**src/design/bism_pkg.sv**
```systemverilog
// ----------------------------------------------------------------------------
// bism_pkg
// Shared sizes, filter coefficients, register indexes and the command and
// status types that pass between the controller and the datapath.
// ----------------------------------------------------------------------------
package bism_pkg;

    // block geometry
    localparam int BLOCK_W = 64;
    localparam int BLOCK_H = 64;
    localparam int NPIX    = BLOCK_W * BLOCK_H;
    localparam int NLINES  = BLOCK_W + BLOCK_H;
    localparam int MAXDIM  = (BLOCK_W > BLOCK_H) ? BLOCK_W : BLOCK_H;

    localparam int ADDR_W  = $clog2(NPIX);
    localparam int X_W     = $clog2(MAXDIM);
    localparam int LI_W    = $clog2(MAXDIM + 128);
    localparam int NL_W    = $clog2(NLINES);
    localparam int NLC_W   = $clog2(NLINES + 1);

    // datapath widths
    localparam int PIX_W   = 16;
    localparam int ST_W    = 32;
    localparam int TSUM_W  = 48;
    localparam int OUT_W   = 32;
    localparam int SUM_W   = OUT_W + NLC_W;
    localparam int SQ_W    = 48 + NLC_W;
    localparam int NUM_W   = SQ_W;
    localparam int DEN_W   = 32;
    localparam int STEP_W  = $clog2(NUM_W + 1);
    localparam int RATIO_STEPS = 24;

    // configuration port
    localparam int CFG_IDX_W  = 2;
    localparam int CFG_DATA_W = 16;
    localparam logic [CFG_IDX_W-1:0] CFG_MIN_BAND = 2'd0;
    localparam logic [CFG_IDX_W-1:0] CFG_GAIN     = 2'd1;
    localparam logic [CFG_IDX_W-1:0] CFG_STRIDE   = 2'd2;
    localparam int STRIDE_W = 7;
    localparam logic [15:0]         MIN_BAND_RST = 16'd7864;
    localparam logic [15:0]         GAIN_RST     = 16'd3840;
    localparam logic [STRIDE_W-1:0] STRIDE_RST   = 7'd1;

    // Q28 filter coefficients
    localparam logic signed [31:0] BP_B0 = 32'sd778463;
    localparam logic signed [31:0] BP_B1 = 32'sd2335388;
    localparam logic signed [31:0] BP_A1 = 32'sd637292616;
    localparam logic signed [31:0] BP_A2 = -32'sd517919369;
    localparam logic signed [31:0] BP_A3 = 32'sd142834506;
    localparam logic signed [31:0] HP_G0 = 32'sd8470843;
    localparam logic signed [31:0] HP_G1 = 32'sd25412529;
    localparam logic signed [31:0] HP_A1 = -32'sd391655132;
    localparam logic signed [31:0] HP_A2 = -32'sd244375318;
    localparam logic signed [31:0] HP_A3 = -32'sd53103294;

    // multiply-accumulate steps of one filter sample
    localparam logic [2:0] MAC_X0    = 3'd0;
    localparam logic [2:0] MAC_X1    = 3'd1;
    localparam logic [2:0] MAC_Y1    = 3'd2;
    localparam logic [2:0] MAC_Y2    = 3'd3;
    localparam logic [2:0] MAC_Y3    = 3'd4;
    localparam logic [2:0] MAC_TERMS = 3'd5;

    typedef enum logic [1:0] {
        DIV_RATIO = 2'd0,
        DIV_MEAN  = 2'd1,
        DIV_VAR   = 2'd2
    } t_div_sel;

    typedef struct packed {
        logic       load;
        logic       blk_start;
        logic       line_start;
        logic       rd;
        logic [2:0] mac_k;
        logic       mac_mul;
        logic       mac_acc;
        logic       rnd;
        logic       ratio_sat;
        logic       div_start;
        t_div_sel   div_sel;
        logic       sq;
        logic       trap1;
        logic       trap2;
        logic       next;
        logic       lv1;
        logic       lv2;
        logic       lv3;
        logic       mean_take;
        logic       vrd;
        logic       vmul;
        logic       vacc;
        logic       out_load;
    } t_dp_cmd;

    typedef struct packed {
        logic last_pixel;
        logic last_sample;
        logic last_line;
        logic last_entry;
        logic skip;
        logic sat;
        logic div_busy;
        logic out_busy;
    } t_dp_stat;

endpackage

```
**src/design/bism_ctrl.sv**
```systemverilog
// ----------------------------------------------------------------------------
// bism_ctrl
// Sequencer: pixel loading, per-sample filter and ratio steps, per-line
// scaling, then mean and variance over the stored line values.
// ----------------------------------------------------------------------------
module bism_ctrl (
    input  logic                  i_clk,
    input  logic                  i_rst_n,
    input  logic                  i_valid,
    output logic                  o_stall,
    input  bism_pkg::t_dp_stat    i_stat,
    output bism_pkg::t_dp_cmd     o_cmd
);

    typedef enum logic [21:0] {
        S_LOAD   = 22'h000001,
        S_LSTART = 22'h000002,
        S_RD     = 22'h000004,
        S_MAC    = 22'h000008,
        S_RND    = 22'h000010,
        S_CHK    = 22'h000020,
        S_DIV    = 22'h000040,
        S_SQ     = 22'h000080,
        S_TRAP1  = 22'h000100,
        S_TRAP2  = 22'h000200,
        S_NEXT   = 22'h000400,
        S_LV1    = 22'h000800,
        S_LV2    = 22'h001000,
        S_LV3    = 22'h002000,
        S_MEAN   = 22'h004000,
        S_MEANW  = 22'h008000,
        S_VRD    = 22'h010000,
        S_VMUL   = 22'h020000,
        S_VACC   = 22'h040000,
        S_VDIV   = 22'h080000,
        S_VDIVW  = 22'h100000,
        S_OUT    = 22'h200000
    } t_state;

    t_state      r_state;
    t_state      n_state;
    logic [2:0]  r_k;
    logic [2:0]  n_k;

    always_ff @(posedge i_clk) begin
        if (!i_rst_n) begin
            r_state <= S_LOAD;
            r_k     <= '0;
        end else begin
            r_state <= n_state;
            r_k     <= n_k;
        end
    end

    always_comb begin
        n_state       = r_state;
        n_k           = r_k;
        o_cmd         = '0;
        o_cmd.div_sel = bism_pkg::DIV_RATIO;
        case (r_state)
            S_LOAD: begin
                if (i_valid) begin
                    o_cmd.load = 1'b1;
                    if (i_stat.last_pixel) begin
                        o_cmd.blk_start = 1'b1;
                        n_state         = S_LSTART;
                    end
                end
            end
            S_LSTART: begin
                o_cmd.line_start = 1'b1;
                n_state          = S_RD;
            end
            S_RD: begin
                o_cmd.rd = 1'b1;
                n_k      = bism_pkg::MAC_X0;
                n_state  = S_MAC;
            end
            S_MAC: begin
                // product of step k is registered, then added in the next step
                o_cmd.mac_k   = r_k;
                o_cmd.mac_mul = r_k != bism_pkg::MAC_TERMS;
                o_cmd.mac_acc = r_k != bism_pkg::MAC_X0;
                if (r_k == bism_pkg::MAC_TERMS) begin
                    n_state = S_RND;
                end else begin
                    n_k = r_k + 3'd1;
                end
            end
            S_RND: begin
                o_cmd.rnd = 1'b1;
                n_state   = S_CHK;
            end
            S_CHK: begin
                if (i_stat.skip) begin
                    n_state = S_NEXT;
                end else if (i_stat.sat) begin
                    o_cmd.ratio_sat = 1'b1;
                    n_state         = S_TRAP1;
                end else begin
                    o_cmd.div_start = 1'b1;
                    n_state         = S_DIV;
                end
            end
            S_DIV: begin
                if (!i_stat.div_busy) begin
                    n_state = S_SQ;
                end
            end
            S_SQ: begin
                o_cmd.sq = 1'b1;
                n_state  = S_TRAP1;
            end
            S_TRAP1: begin
                o_cmd.trap1 = 1'b1;
                n_state     = S_TRAP2;
            end
            S_TRAP2: begin
                o_cmd.trap2 = 1'b1;
                n_state     = S_NEXT;
            end
            S_NEXT: begin
                o_cmd.next = 1'b1;
                n_state    = i_stat.last_sample ? S_LV1 : S_RD;
            end
            S_LV1: begin
                o_cmd.lv1 = 1'b1;
                n_state   = S_LV2;
            end
            S_LV2: begin
                o_cmd.lv2 = 1'b1;
                n_state   = S_LV3;
            end
            S_LV3: begin
                o_cmd.lv3 = 1'b1;
                n_state   = i_stat.last_line ? S_MEAN : S_LSTART;
            end
            S_MEAN: begin
                o_cmd.div_start = 1'b1;
                o_cmd.div_sel   = bism_pkg::DIV_MEAN;
                n_state         = S_MEANW;
            end
            S_MEANW: begin
                if (!i_stat.div_busy) begin
                    o_cmd.mean_take = 1'b1;
                    n_state         = S_VRD;
                end
            end
            S_VRD: begin
                o_cmd.vrd = 1'b1;
                n_state   = S_VMUL;
            end
            S_VMUL: begin
                o_cmd.vmul = 1'b1;
                n_state    = S_VACC;
            end
            S_VACC: begin
                o_cmd.vacc = 1'b1;
                n_state    = i_stat.last_entry ? S_VDIV : S_VRD;
            end
            S_VDIV: begin
                o_cmd.div_start = 1'b1;
                o_cmd.div_sel   = bism_pkg::DIV_VAR;
                n_state         = S_VDIVW;
            end
            S_VDIVW: begin
                o_cmd.div_sel = bism_pkg::DIV_VAR;
                if (!i_stat.div_busy) begin
                    n_state = S_OUT;
                end
            end
            S_OUT: begin
                // hold until the previous result has been taken
                o_cmd.div_sel = bism_pkg::DIV_VAR;
                if (!i_stat.out_busy) begin
                    o_cmd.out_load = 1'b1;
                    n_state        = S_LOAD;
                end
            end
            default: begin
                n_state = S_LOAD;
            end
        endcase
    end

    assign o_stall = r_state != S_LOAD;

endmodule

```
**config.mk**
```make
export PLATFORM = sky130hd
export DESIGN_NAME = bism_ctrl
export DESIGN_NICKNAME = d
export VERILOG_FILES = /design/src/design/bism_pkg.sv /design/src/design/bism_ctrl.sv
export SDC_FILE = /design/constraint.sdc
export NUM_CORES = 1
export LEC_CHECK = 0
export ABC_AREA = 1
export BUFFER_PORTS_ARGS = -buffer_cell sky130_fd_sc_hd__buf_2
export CAP_MARGIN = 15
export CORE_ASPECT_RATIO = 0.75
export CORE_MARGIN = 2
export CORE_UTILIZATION = 30
export CTS_BUF_LIST = sky130_fd_sc_hd__clkbuf_8 sky130_fd_sc_hd__clkbuf_16
export DETAILED_ROUTE_END_ITERATION = 8
export SETUP_SLACK_MARGIN = 0.2
export SKIP_LAST_GASP = 1
export SYNTH_ARGS = -nofsm -noshare
export SYNTH_HDL_FRONTEND = slang
export SYNTH_SLANG_ARGS = --single-unit
```
**constraint.sdc**
```tcl
create_clock -name i_clk -period 1.69 [get_ports i_clk]
set_input_delay 0.338 -clock i_clk [delete_from_list [all_inputs] [get_ports i_clk]]
set_output_delay 0.338 -clock i_clk [all_outputs]
set_load 0.01 [all_outputs]
```
==> results.cfg <==
[cells_and_area]
mostFrequentLayoutCells = 57 x buf_4, 38 x nor2_1, 33 x inv_1
area_delta_synth_final_pct = 86.0
layout-drive-gt1-share = 0.631
fin_cells = 476
nNetsFinal = 413
final_area_um2 = 3460
multi_input_area_um2 = 1550
antenna_cells = 0
layout_commonest_cell = buf_4
seqCellArea_um2 = 527
fillers = 497

[synth]
seq_area_frac_synth = 0.269
ys_warn_count = 0
syn_inst = 283
syn_avg_cell_area_um2 = 6.57
synth_area_um2 = 1860
syn_nets = 297
synth_cell_types = 29
ys_seq_elements = 25

[global_routing]
grt.overflow.total = 0
antenna_found_initial = 0
grt_max_degree = 19
grt.total_usage = 0.191
grt_pass1_wl_um = 10200
grt_pass1_vias = 2152

[critical_path]
worstSetupPathType = reg2out
required_ns = 1.35
critical_path.max_fanout = 4
worst-r2r-cell-count = 14
arrival_ns = 1.61
cp-start-kind = register
endpoint_kind = primary output

[route]
avgViaCountPerCell = 4.76
wl_per_cell_um = 14.3
drt-pass1-iter-count = 4
vias = 2266
initialDrtViolationCount = 113
wirelength_um = 6830
route.detailed.drc = 0
ant_nets = 0

[sta]
setup_viol = 48
rsz0062_at_grt = true
timing.fmax_ghz = 0.513
fin_ws_ns = -0.261
fin_skew_ns = 0.0125
finalCritPeriodShare = 1.15
final_hold_viol_count = 0
maxSlewViolCount = 0
period_needed_ns = 1.95
max_slew_margin = 0.736
worst_slew_pin_slew_ns = 0.395

[placed_design]
dpl.hpwl_um = 4140
io_buffer_count = 37
place_area_um2 = 2500
place_inst = 429
gp_congestion = 0.936
pre_cts_ws_ns = 0.0211

[die]
num_rows = 24
core_area_um2 = 5920
dieArea_um2 = 6850
die_w_um = 94.9
start_util = 0.315
die_height_um = 72.2
io_pins = 38

[worst_hold_path]
hold_path_depth = 3
worst_hold_path_type = in2reg

[clock_tree]
cts_sinks = 25
cts_buffers = 3
cts_tree = yes
clk-insertion-delay-late_ns = 0.28
clk_pin_slew_ns = 0.10
cts.htree.levels = 1
root_buffer = clkbuf_8
cts_buffer_depth = 2

[flow_run]
maxCapViolCount = 0

[status]
status = finished with violations
violations = negative setup slack

[power_and_ir_drop]
ir_drop_mv = 1.02
comb_power_share = 0.756
pwr-share-clk = 0.081
swShare = 0.480
p_int_mw = 2.45
p_total_mw = 4.72
leakage_nw = 1.71
switchingPower_mw = 2.27
seq_power_share = 0.163
p_per_area_nw_per_um2 = 1360
==> synthesized netlist by cell type <==
cell type | instances | area (µm²)
nand3b_2 | 1 | 11.3
buf_4 | 1 | 7.51
nand2_2 | 5 | 31.3
nor2_1 | 60 | 225
xnor2_1 | 1 | 8.76
nand2_1 | 35 | 131
nor2_2 | 8 | 50.1
nor2_8 | 2 | 40.0
a21oi_1 | 8 | 40.0
nand3_1 | 32 | 160
nand3_4 | 2 | 35.0
nand2_4 | 3 | 33.8
o31ai_1 | 1 | 7.51
clkinv_1 | 1 | 3.75
nor2_4 | 5 | 56.3
nor3_1 | 4 | 20.0
nand3b_1 | 2 | 15.0
inv_2 | 5 | 18.8
buf_6 | 2 | 22.5
o21ai_0 | 2 | 10.0
dfxtp_1 | 25 | 500
o22ai_1 | 1 | 6.26
nand4_1 | 9 | 56.3
clkinv_2 | 1 | 5.00
nor4_1 | 1 | 6.26
nand3_2 | 13 | 130
inv_1 | 48 | 180
ha_1 | 3 | 37.5
buf_2 | 2 | 10.0
==> per-stage QoR <==
stage	utilization	setup TNS, ns	hold slack [ns]
after global placement	0.423	0	0.520
final	0.585	-7.06	0.273
after detailed placement	0.423	0	0.531
after CTS	0.522	-6.27	0.271
after global routing	0.585	-10.12	0.289
after floorplan	-	0	0.452
==> per-layer routing <==
metal  global-route usage  up-vias  part of all wire
li1                     -     1119                 -
met1                0.266     1095              0.46
met3               0.0312        6             0.038
met2                0.310       46              0.49
met5                    0        -                 0
met4               0.0483        0            0.0078
==> worst paths after layout <==
path | slack, ns | endpoint | start
hold / removal | 0.27 | r_state[14] | i_stat[5]
hold reg to reg | 0.55 | r_k[2] | r_k[2]
setup reg to reg | -0.15 | r_state[6] | r_state[9]
setup / recovery | -0.26 | o_cmd[14] | r_state[6]
==> logic make-up (layout without fill, tap and decap cells) <==
kind of cell / Yosys count / count (layout) / synth area share
AND/OR/NAND/NOR: 182 / 182 / 0.539
flip-flops: 25 / 25 / 0.269
XOR/XNOR: 1 / 1 / 0.00471
AO/OA/AOI/OAI: 12 / 12 / 0.0343
buffers and inverters: 60 / 175 / 0.133
adder cells (fa/ha/maj): 3 / 3 / 0.0202
==> power groups by stage <==
stage | sequential (mW) | clock (mW) | combinational [mW]
floorplan | 0.737 | 0 | 1.35
global placement | 0.743 | 0 | 2.04
detailed placement | 0.745 | 0 | 2.06
CTS | 0.747 | 0.395 | 2.85
global route | 0.776 | 0.411 | 3.79
finish | 0.768 | 0.384 | 3.57
==> worst max-delay path: stages (launching register included) <==
cell and delay (ns):
dfxtp_2 0.35, nor2_4 0.16, nand2_4 0.10, nor2_8 0.19, nand2_4 0.12, nor2_4 0.13, inv_1 0.09, nand3_2 0.09
buf_6 0.10
==> area by class of cell <==
type / instances / share of cell area
multi-input cells: 198 / 0.446
clock inverters: 1 / 0.00145
flip-flops and latches: 25 / 0.152
clock buffers: 3 / 0.0119
repair buffers: 116 / 0.296
well taps: 78 / 0.0282
inverters: 55 / 0.0633
==> sequential cells by signal (all words and copies together), names as in the netlist <==
name and flops:
r_k 3, r_state 22
==> what timing repair did <==
action | 4_1_cts | 5_1_grt
pin swaps | 24 | 32
hold buffers | 0 | 0
cloned | 2 | 0
setup buffers | 22 | 19
setup endpoints to repair | 48 | 49
resized for setup | 82 | 59
Note: power is estimated with default switching activity, not from simulation.
